--- config.mk ---
export PLATFORM = sky130hd
export DESIGN_NAME = length_framed_packet_deframer_core_flat
export DESIGN_NICKNAME = d
export VERILOG_FILES = /design/src/sv/lfd_pkg.sv /design/src/sv/lfd_ifs.sv /design/src/sv/lfd_frame_tracker.sv /design/src/sv/length_framed_packet_deframer_core.sv /design/src/flat_wrapper.sv
export SDC_FILE = /design/constraint.sdc
export NUM_CORES = 1
export LEC_CHECK = 0
export ABC_AREA = 1
export BUFFER_PORTS_ARGS = -buffer_cell sky130_fd_sc_hd__buf_4
export CELL_PAD_IN_SITES_DETAIL_PLACEMENT = 1
export CELL_PAD_IN_SITES_GLOBAL_PLACEMENT = 1
export CORE_UTILIZATION = 29
export CTS_BUF_LIST = sky130_fd_sc_hd__clkbuf_8
export DETAILED_ROUTE_END_ITERATION = 6
export PLACE_DENSITY_LB_ADDON = 0.2
export SYNTH_ARGS = -nofsm -noshare
export SYNTH_HDL_FRONTEND = slang
export SYNTH_SLANG_ARGS = --single-unit
--- constraint.sdc ---
create_clock -name clk -period 8 [get_ports clk]
set_input_delay 1.6 -clock clk [delete_from_list [all_inputs] [get_ports clk]]
set_output_delay 1.6 -clock clk [all_outputs]
set_load 0.005 [all_outputs]
--- src/sv/lfd_pkg.sv ---
// lfd_pkg: shared types and constants for the length-framed packet deframer
// no dependencies; imported by lfd_frame_tracker and the core top level

package lfd_pkg;

    // frame position codes, 9 bits to cover the longest skip count
    localparam logic [8:0] POS_EXPECT_START  = 9'd0;
    localparam logic [8:0] POS_EXPECT_LENGTH = 9'd1;
    localparam logic [8:0] POS_FIRST_PAYLOAD = 9'd2;
    // offset from the length byte to the resync check byte while hunting
    localparam logic [8:0] SKIP_CHECK_OFFSET = 9'd3;

    // one result word
    typedef struct packed {
        logic [7:0] payload_byte;
        logic [7:0] byte_position;
        logic [7:0] frame_length;
        logic       last_of_packet;
        logic       empty_packet;
    } lfd_result_t;

    // result handed from the frame tracker to the output buffer
    typedef struct packed {
        logic        valid;
        lfd_result_t data;
    } lfd_result_msg_t;

endpackage

--- src/sv/lfd_ifs.sv ---
// lfd_ifs: valid/ready channel interfaces for the deframer
// no dependencies; used by the core top level

// received byte channel
interface lfd_rx_if;
    logic       valid;
    logic       ready;
    logic [7:0] rx_byte;

    modport source (output valid, output rx_byte, input ready);
    modport sink   (input valid, input rx_byte, output ready);
endinterface

// start byte register write channel
interface lfd_cfg_if;
    logic       valid;
    logic       ready;
    logic [7:0] start_byte;

    modport source (output valid, output start_byte, input ready);
    modport sink   (input valid, input start_byte, output ready);
endinterface

// deframed payload channel
interface lfd_tx_if;
    logic       valid;
    logic       ready;
    logic [7:0] payload_byte;
    logic [7:0] byte_position;
    logic [7:0] frame_length;
    logic       last_of_packet;
    logic       empty_packet;

    modport source (output valid, output payload_byte, output byte_position,
                    output frame_length, output last_of_packet,
                    output empty_packet, input ready);
    modport sink   (input valid, input payload_byte, input byte_position,
                    input frame_length, input last_of_packet,
                    input empty_packet, output ready);
endinterface

--- src/sv/lfd_frame_tracker.sv ---
// lfd_frame_tracker: lock / hunt state and per-byte result for the deframer
// depends on lfd_pkg

module lfd_frame_tracker
    import lfd_pkg::*;
(
    input  logic            clk,
    input  logic            rst_n,
    input  logic            accept,
    input  logic [7:0]      rx_byte,
    input  logic [7:0]      start_byte,
    output lfd_result_msg_t result
);

    logic       locked_reg;
    logic       locked_next;
    logic [8:0] pos_reg;
    logic [8:0] pos_next;
    logic [7:0] len_reg;
    logic [7:0] len_next;

    logic       is_start;
    logic [8:0] pos_inc;
    logic [8:0] payload_idx;
    logic       payload_last;
    logic       skip_done;

    // shared datapath terms
    assign is_start     = (rx_byte == start_byte);
    assign pos_inc      = pos_reg + 9'd1;
    assign payload_idx  = pos_reg - POS_FIRST_PAYLOAD;
    assign payload_last = ((pos_reg - 9'd1) >= {1'b0, len_reg});
    assign skip_done    = (pos_inc >= ({1'b0, len_reg} + SKIP_CHECK_OFFSET));

    // next state and result for one accepted word
    always_comb
    begin
        locked_next  = locked_reg;
        pos_next     = pos_reg;
        len_next     = len_reg;
        result.valid = 1'b0;
        result.data  = '0;
        if (accept)
        begin
            if (locked_reg)
            begin
                priority if (pos_reg == POS_EXPECT_START)
                begin
                    if (is_start)
                    begin
                        pos_next = POS_EXPECT_LENGTH;
                    end
                    else
                    begin
                        locked_next = 1'b0;
                        pos_next    = POS_EXPECT_START;
                    end
                end
                else if (pos_reg == POS_EXPECT_LENGTH)
                begin
                    len_next = rx_byte;
                    if (rx_byte == 8'd0)
                    begin
                        // empty packet marker
                        result.valid               = 1'b1;
                        result.data.last_of_packet = 1'b1;
                        result.data.empty_packet   = 1'b1;
                        pos_next                   = POS_EXPECT_START;
                    end
                    else
                    begin
                        pos_next = POS_FIRST_PAYLOAD;
                    end
                end
                else
                begin
                    // payload word
                    result.valid               = 1'b1;
                    result.data.payload_byte   = rx_byte;
                    result.data.byte_position  = payload_idx[7:0];
                    result.data.frame_length   = len_reg;
                    result.data.last_of_packet = payload_last;
                    pos_next = payload_last ? POS_EXPECT_START : pos_inc;
                end
            end
            else
            begin
                priority if (pos_reg == POS_EXPECT_START)
                begin
                    if (is_start)
                    begin
                        pos_next = POS_EXPECT_LENGTH;
                    end
                end
                else if (pos_reg == POS_EXPECT_LENGTH)
                begin
                    len_next = rx_byte;
                    pos_next = POS_FIRST_PAYLOAD;
                end
                else
                begin
                    // skip one frame, then check for the next start byte
                    pos_next = pos_inc;
                    if (skip_done)
                    begin
                        if (is_start)
                        begin
                            locked_next = 1'b1;
                            pos_next    = POS_EXPECT_LENGTH;
                        end
                        else
                        begin
                            pos_next = POS_EXPECT_START;
                        end
                    end
                end
            end
        end
    end

    // state registers
    always_ff @(posedge clk or negedge rst_n)
    begin
        if (!rst_n)
        begin
            locked_reg <= 1'b0;
            pos_reg    <= POS_EXPECT_START;
            len_reg    <= 8'd0;
        end
        else
        begin
            locked_reg <= locked_next;
            pos_reg    <= pos_next;
            len_reg    <= len_next;
        end
    end

endmodule

--- src/sv/length_framed_packet_deframer_core.sv ---
// length_framed_packet_deframer_core: top level, start byte register and output buffer
// depends on lfd_pkg, lfd_ifs and lfd_frame_tracker
//
//   channel   dir   payload                                   handshake
//   rx_chan   in    rx_byte                                   valid/ready
//   cfg_chan  in    start_byte                                valid/ready (always ready)
//   tx_chan   out   payload_byte, byte_position, frame_length,
//                   last_of_packet, empty_packet              valid/ready
//
// one received word per cycle while rx_chan.ready is high; its result is registered.
// a two-entry output buffer (output register plus skid) lets input flow while one
// result waits; rx_chan.ready drops only when both entries are full.
// asynchronous active-low reset clears lock state, start byte and buffer valids.

module length_framed_packet_deframer_core
    import lfd_pkg::*;
(
    input  logic     clk,
    input  logic     rst_n,
    lfd_rx_if.sink   rx_chan,
    lfd_cfg_if.sink  cfg_chan,
    lfd_tx_if.source tx_chan
);

    logic [7:0]      start_val_reg;
    logic            rx_accept;
    logic            tx_pop;
    lfd_result_msg_t result;

    logic            out_valid_reg;
    logic            out_valid_next;
    lfd_result_t     out_data_reg;
    lfd_result_t     out_data_next;
    logic            skid_valid_reg;
    logic            skid_valid_next;
    lfd_result_t     skid_data_reg;
    lfd_result_t     skid_data_next;

    // start byte register
    assign cfg_chan.ready = 1'b1;

    always_ff @(posedge clk or negedge rst_n)
    begin
        if (!rst_n)
        begin
            start_val_reg <= 8'd0;
        end
        else if (cfg_chan.valid)
        begin
            start_val_reg <= cfg_chan.start_byte;
        end
    end

    // handshakes
    assign rx_chan.ready = !skid_valid_reg;
    assign rx_accept     = rx_chan.valid && !skid_valid_reg;
    assign tx_pop        = out_valid_reg && tx_chan.ready;

    lfd_frame_tracker u_tracker (
        .clk        (clk),
        .rst_n      (rst_n),
        .accept     (rx_accept),
        .rx_byte    (rx_chan.rx_byte),
        .start_byte (start_val_reg),
        .result     (result)
    );

    // output register and skid entry
    always_comb
    begin
        out_valid_next  = out_valid_reg;
        out_data_next   = out_data_reg;
        skid_valid_next = skid_valid_reg;
        skid_data_next  = skid_data_reg;
        if (skid_valid_reg)
        begin
            if (tx_pop)
            begin
                out_data_next   = skid_data_reg;
                skid_valid_next = 1'b0;
            end
        end
        else if (result.valid)
        begin
            if (!out_valid_reg || tx_pop)
            begin
                out_valid_next = 1'b1;
                out_data_next  = result.data;
            end
            else
            begin
                skid_valid_next = 1'b1;
                skid_data_next  = result.data;
            end
        end
        else if (tx_pop)
        begin
            out_valid_next = 1'b0;
        end
    end

    always_ff @(posedge clk or negedge rst_n)
    begin
        if (!rst_n)
        begin
            out_valid_reg  <= 1'b0;
            skid_valid_reg <= 1'b0;
        end
        else
        begin
            out_valid_reg  <= out_valid_next;
            skid_valid_reg <= skid_valid_next;
        end
    end

    // payload registers, no reset
    always_ff @(posedge clk)
    begin
        out_data_reg  <= out_data_next;
        skid_data_reg <= skid_data_next;
    end

    // result port
    assign tx_chan.valid          = out_valid_reg;
    assign tx_chan.payload_byte   = out_data_reg.payload_byte;
    assign tx_chan.byte_position  = out_data_reg.byte_position;
    assign tx_chan.frame_length   = out_data_reg.frame_length;
    assign tx_chan.last_of_packet = out_data_reg.last_of_packet;
    assign tx_chan.empty_packet   = out_data_reg.empty_packet;

endmodule

--- src/flat_wrapper.sv ---
// flat-port wrapper written by rule: the top's interface ports become plain ports
module length_framed_packet_deframer_core_flat import lfd_pkg::*;
  (clk, rst_n, rx_chan_valid, rx_chan_rx_byte, rx_chan_ready, cfg_chan_valid, cfg_chan_start_byte, cfg_chan_ready, tx_chan_valid, tx_chan_payload_byte, tx_chan_byte_position, tx_chan_frame_length, tx_chan_last_of_packet, tx_chan_empty_packet, tx_chan_ready);
  lfd_rx_if rx_chan_i ();
  lfd_cfg_if cfg_chan_i ();
  lfd_tx_if tx_chan_i ();
  input  logic clk;
  input  logic rst_n;
  input wire logic [$bits(rx_chan_i.valid)-1:0] rx_chan_valid;
  input wire logic [$bits(rx_chan_i.rx_byte)-1:0] rx_chan_rx_byte;
  output wire logic [$bits(rx_chan_i.ready)-1:0] rx_chan_ready;
  input wire logic [$bits(cfg_chan_i.valid)-1:0] cfg_chan_valid;
  input wire logic [$bits(cfg_chan_i.start_byte)-1:0] cfg_chan_start_byte;
  output wire logic [$bits(cfg_chan_i.ready)-1:0] cfg_chan_ready;
  output wire logic [$bits(tx_chan_i.valid)-1:0] tx_chan_valid;
  output wire logic [$bits(tx_chan_i.payload_byte)-1:0] tx_chan_payload_byte;
  output wire logic [$bits(tx_chan_i.byte_position)-1:0] tx_chan_byte_position;
  output wire logic [$bits(tx_chan_i.frame_length)-1:0] tx_chan_frame_length;
  output wire logic [$bits(tx_chan_i.last_of_packet)-1:0] tx_chan_last_of_packet;
  output wire logic [$bits(tx_chan_i.empty_packet)-1:0] tx_chan_empty_packet;
  input wire logic [$bits(tx_chan_i.ready)-1:0] tx_chan_ready;
  assign rx_chan_i.valid = rx_chan_valid;
  assign rx_chan_i.rx_byte = rx_chan_rx_byte;
  assign rx_chan_ready = rx_chan_i.ready;
  assign cfg_chan_i.valid = cfg_chan_valid;
  assign cfg_chan_i.start_byte = cfg_chan_start_byte;
  assign cfg_chan_ready = cfg_chan_i.ready;
  assign tx_chan_valid = tx_chan_i.valid;
  assign tx_chan_payload_byte = tx_chan_i.payload_byte;
  assign tx_chan_byte_position = tx_chan_i.byte_position;
  assign tx_chan_frame_length = tx_chan_i.frame_length;
  assign tx_chan_last_of_packet = tx_chan_i.last_of_packet;
  assign tx_chan_empty_packet = tx_chan_i.empty_packet;
  assign tx_chan_i.ready = tx_chan_ready;
  length_framed_packet_deframer_core u_core (.clk(clk), .rst_n(rst_n), .rx_chan(rx_chan_i), .cfg_chan(cfg_chan_i), .tx_chan(tx_chan_i));
endmodule
* After elaboration in Yosys (flattened, before gate mapping)
Cells that the tools add are included.
** Word-level totals
- Register bits after elaboration :: 80
- Bits of input ports :: 21
- Output and inout bits :: 29
- Logic and storage cells :: 81
** Operators by class
- $add $sub $neg :: 4
- Order comparisons :: 2
- Eq/ne operators :: 5
- Mux-type cells :: 36
- Bitwise operators :: 3
- Reductions and logical operators :: 15
** Operators by type and width (count)
- 26-bit 2-to-1 mux :: 4
- 27-bit 2-to-1 mux :: 3
- 9-bit 2-to-1 mux :: 8
- 24-bit 2-to-1 mux :: 1
- 1-bit 2-to-1 mux :: 18
- 3-bit AND reduction :: 4
- 8-bit by 2-bit adder with 9-bit output (second input constant) :: 1
- 9-bit by 1-bit adder with 9-bit output (second input constant) :: 1
- 9-bit by 1-bit == test with 1-bit output (second input constant) :: 1
- 9-bit by 8-bit >= comparator with 1-bit output :: 1
- 9-bit >= comparator :: 1
- 9-bit zero test :: 1
- 9-bit by 1-bit subtractor with 9-bit output (second input constant) :: 1
- 8-bit == test :: 1
- 8-bit zero test :: 1
- 8-bit by 2-bit subtractor with 8-bit output (second input constant) :: 1
- 2-bit nonzero test :: 3
- 2-bit 2-to-1 mux :: 2
- 3-bit != test (second input constant) :: 1
- 1-bit NOT :: 3
- 1-bit logical AND :: 2
- 1-bit zero test :: 2
- 2-bit by 1-bit != test with 1-bit output (second input constant) :: 1
- 2-bit != test (second input constant) :: 1
- other kinds (2) :: 2

* Depth between registers and ports, before layout
- Depth after elaboration :: 9
- Gate-level depth with buffers :: 18
- Gate-level depth less buffers :: 18

* Cells and area by module
Synthesis repeated with hierarchy kept, for this count alone.
** Unflattened totals
- Cell total of the unflattened synthesis :: 537
- Area, all modules :: 4713.3 sq um
** By module, submodules not included
- lfd_frame_tracker :: times used 1, cells each 347, area each 2389.8 sq um, seq. area each 450.4 sq um
- length_framed_packet_deframer_core :: times used 1, cells each 190, area each 2323.5 sq um, seq. area each 1811.7 sq um

* Least setup slack after synthesis
OpenSTA, ideal clock, no wires.
- Kind :: input to register
- Start :: input port rx_chan_valid
- End :: register u_core.out_data_reg, in the netlist u_core.tx_chan.byte_position[0] (enable)
- Library setup time :: 0.409 ns
- Arrival time :: 3.423 ns
- Required time :: 7.591 ns
- Setup slack :: 4.168 ns
- Stages :: 8
- Path buffers :: 0
- Cells stage by stage :: nand2_1 nor2_4 nand2_4 inv_2 o21ai_2 nand2_1 o21ai_1 nor2_1
** On the way
- Longest elaborated chain between the ends :: 4
** Ends and longest elaborated chain
- from (decl) :: line flat_wrapper.sv:9 : input wire logic [$bits(rx_chan_i.valid)-1:0] rx_chan_valid;
- 1-bit logical AND :: line length_framed_packet_deframer_core.sv:56 : assign rx_accept = rx_chan.valid && !skid_valid_reg;
- 27-bit 2-to-1 mux :: line lfd_frame_tracker.sv:43 : if (accept)
- 2-bit nonzero test (no source line)
- 3-bit AND reduction (no source line)
- to (signal assigned) :: line length_framed_packet_deframer_core.sv:119 : out_data_reg <= out_data_next;
- to (decl) :: line length_framed_packet_deframer_core.sv:32 : lfd_result_t out_data_reg;
No other way between the ends.
A chain may end at the register's enable or synchronous reset.

* Final worst setup path
Ends and elaborated chain as after synthesis.

==> metrics <==
run status=finished clean; Worst Hold Class=register to register; number of enable flip-flop cells after synthesis=52; area share of the largest cell type after synthesis=35.1%; antenna violations before repair=0; cell area after synthesis=4450 um^2; sequential-to-total area share from yosys stat=50.8%; Async S/R FF share, synth=35.0%; pin count of the biggest net entering global routing=34; Reg clk slew, reported paths=0.08 ns; FF/Latch Area=2260 um^2; per-cell routed wire length=15.6 um; starting utilization of the core area=30.2%; gate count of the mapped netlist=497; hold_buf cts=0; time the final worst path needs with I/O delays and setup=3.82 ns; clock root buffer=clkbuf_8; headroom to the max-slew limit=17.4%; GR Util All Layers=15.3%; DRC violations left=0; type of element capturing the critical path=register; CP max stage delay=0.94 ns; overall overflow remaining after global route=0; setup fix buffers added after clock tree synthesis=0; CTS tree=built; first-pass GRT wire length=18600 um; Yosys cell types=34; post-synth top area cell=edfxtp_1; detail-routed via count per cell=4.58; share of layout cells above drive strength 1=17.2%; post-synthesis average cell area=8.96 um^2; utilization of the core after routing=35.0%; number of fill cells=1739; Total Routed Length=11400 um; Setup-failing EPs final=0; post-route worst setup slack=4.18 ns; cell-by-cell listing of the critical path=buf_4, nand2_1, nor2_4, nand2_4, inv_2, o21ai_2, nand2_1, o21ai_1, nor2_2; horizontal die dimension=126 um; number of DRC markers in iteration 0=148; length of the first detailed-routing pass in iterations=4; Leakage=2.32 nW; standard-cell row count=44; DIE AREA=15900 um^2; worst clock skew on the final layout=0.0128 ns; H-Tree Level Count=3; setup repair after global routing missed its margin=false; flip-flop count of the largest register, all copies and words added=26; Core Footprint=14800 um^2; Cell Pwr Density=302 nW/um^2; Die Y-Extent=126 um; crit path max-delay cell type=nor2_2; Antenna Nets Post-Route=0; synth-to-layout area growth=16.0%; synthesized flop and latch total=80; latest clock arrival within the worst-skew pair=0.37 ns; count of clock tree sinks=80; leading post-synthesis cells by cell area=edfxtp_1 35%, dfrtp_1 16%, nand2_1 12%, ha_1 7.0%, o21ai_0 5.1%; peak ir drop on the vdd network=83.3 uV; Post-DP HPWL=8870 um; area used by multi-input combinational logic=1900 um^2; kind of start point of the critical path=primary input; most used cell along the critical path=nand2_1; Net count, final=589; final worst path period share=47.7%; RePlAce Congestion=0.758; highest achievable clock rate=262 MHz; category of the critical setup timing path=primary input to register; number of failing hold endpoints at the final stage=0; total negative slack for setup checks=0 ns; IO buf count=48; Worst Tran Pin Value=1.24 ns; data required time of the critical path=7.98 ns; ant diodes=0; most common library cell in the layout ignoring fill and taps=nand2_1; number of buffers inserted during clock tree synthesis=9; Top-Level Pins=50; net count after synthesis=543; Worst Path Max Fanout=33; Resized Gates After CTS=0; number of slew-limit violations in the final report=0; count of maximum capacitance violations=0; commonest non-fill, non-tap cells in the layout=137 x nand2_1, 52 x edfxtp_1, 51 x inv_1, 51 x nor2_1, 49 x buf_4; buffers from clock root to sink, at most=2; prevailing post-synth register cell=edfxtp_1; synth warn=0; Worst Path Arrival=3.80 ns; post-place setup slack=3.73 ns; vias in the first global route=3527; reg-to-reg slack, setup=4.44 ns; total vias in the final route=3349
==> final timing paths <==
check,start,to,cells after the start
worst max register to register,u_core.skid_valid_reg$_DFF_PN0_,u_core.tx_chan.byte_position[0]$_DFFE_PP_,9
worst min register to register,u_core.start_val_reg[4]$_DFFE_PN0P_,u_core.start_val_reg[4]$_DFFE_PN0P_,1
worst max-delay path,rx_chan_valid,u_core.tx_chan.byte_position[0]$_DFFE_PP_,9
min in group asynchronous,rst_n,u_core.skid_valid_reg$_DFF_PN0_,1
max in group asynchronous,rst_n,u_core.u_tracker.locked_reg$_DFFE_PN0P_,1
worst min-delay path,u_core.start_val_reg[4]$_DFFE_PN0P_,u_core.start_val_reg[4]$_DFFE_PN0P_,1
==> power breakdown <==
part	internal [mW]	total, mW	switching, mW
logic	0.244	0.707	0.464
clock network	0.145	0.305	0.160
registers	0.483	0.550	0.0666
total	0.872	1.56	0.690
==> per-layer routing <==
layer | share of wire, % | up-vias | GRT usage [%]
met2 | 46 | 52 | 24.7
met5 | 0 | - | 0
met1 | 50 | 1586 | 20.6
met4 | 1.7 | 0 | 5.10
li1 | - | 1694 | -
met3 | 2.6 | 17 | 2.93
==> cells in the mapped netlist, types with 2 or more instances <==
master / instances
xor2_1: 21
nand4_1: 5
nand2_4: 3
buf_4: 3
xnor2_1: 3
nand2_1: 137
clkbuf_1: 5
nor2_4: 3
nor3_1: 2
inv_1: 50
o21ai_0: 45
nand3b_1: 2
inv_2: 5
or2_2: 2
ha_1: 25
buf_6: 2
mux2_2: 3
nand3_1: 19
dfrtp_1: 28
o21ai_2: 4
a21oi_1: 7
nand2_2: 4
nor2_1: 52
buf_2: 4
edfxtp_1: 52
nor2_2: 3
==> cell type report <==
class,count,share of cell area (%)
Clock inverter,7,1.40
Multi-Input combinational cell,348,36.8
Inverter,55,4.00
Tap cell,184,4.46
Sequential cell,80,43.8
Clock buffer,9,2.40
Timing Repair Buffer,49,7.12
==> critical path, delay by kind of cell <==
| family | cells | cell delay (ns) |
|---|---|---|
| AOI/OAI and AO/OA | 2 | 0.19 |
| buffers and inverters | 2 | 0.22 |
| and+or+nand+nor | 5 | 1.76 |
==> logic make-up after synthesis <==
logic type,share of synthesized area (%)
fa+ha+maj,7.02
other cells,0.0842
flops,50.8
buf+inv,6.52
xor+xnor,4.72
compound gates,7.11
mux,0.759
simple gates,23.0
==> metrics by stage <==
step           std cells  power [mW]  hold WS (ns)  instance area (um^2)
4_1_cts              732        1.59         0.540                  5170
2_1_floorplan        497        1.05         0.471                  4450
3_5_place_dp         716        1.27         0.520                  4970
3_3_place_gp         716        1.25         0.512                  4970
5_1_grt              732        1.71         0.559                  5170
6_report             732        1.56         0.534                  5170
Note: power is estimated with default switching activity, not from simulation.
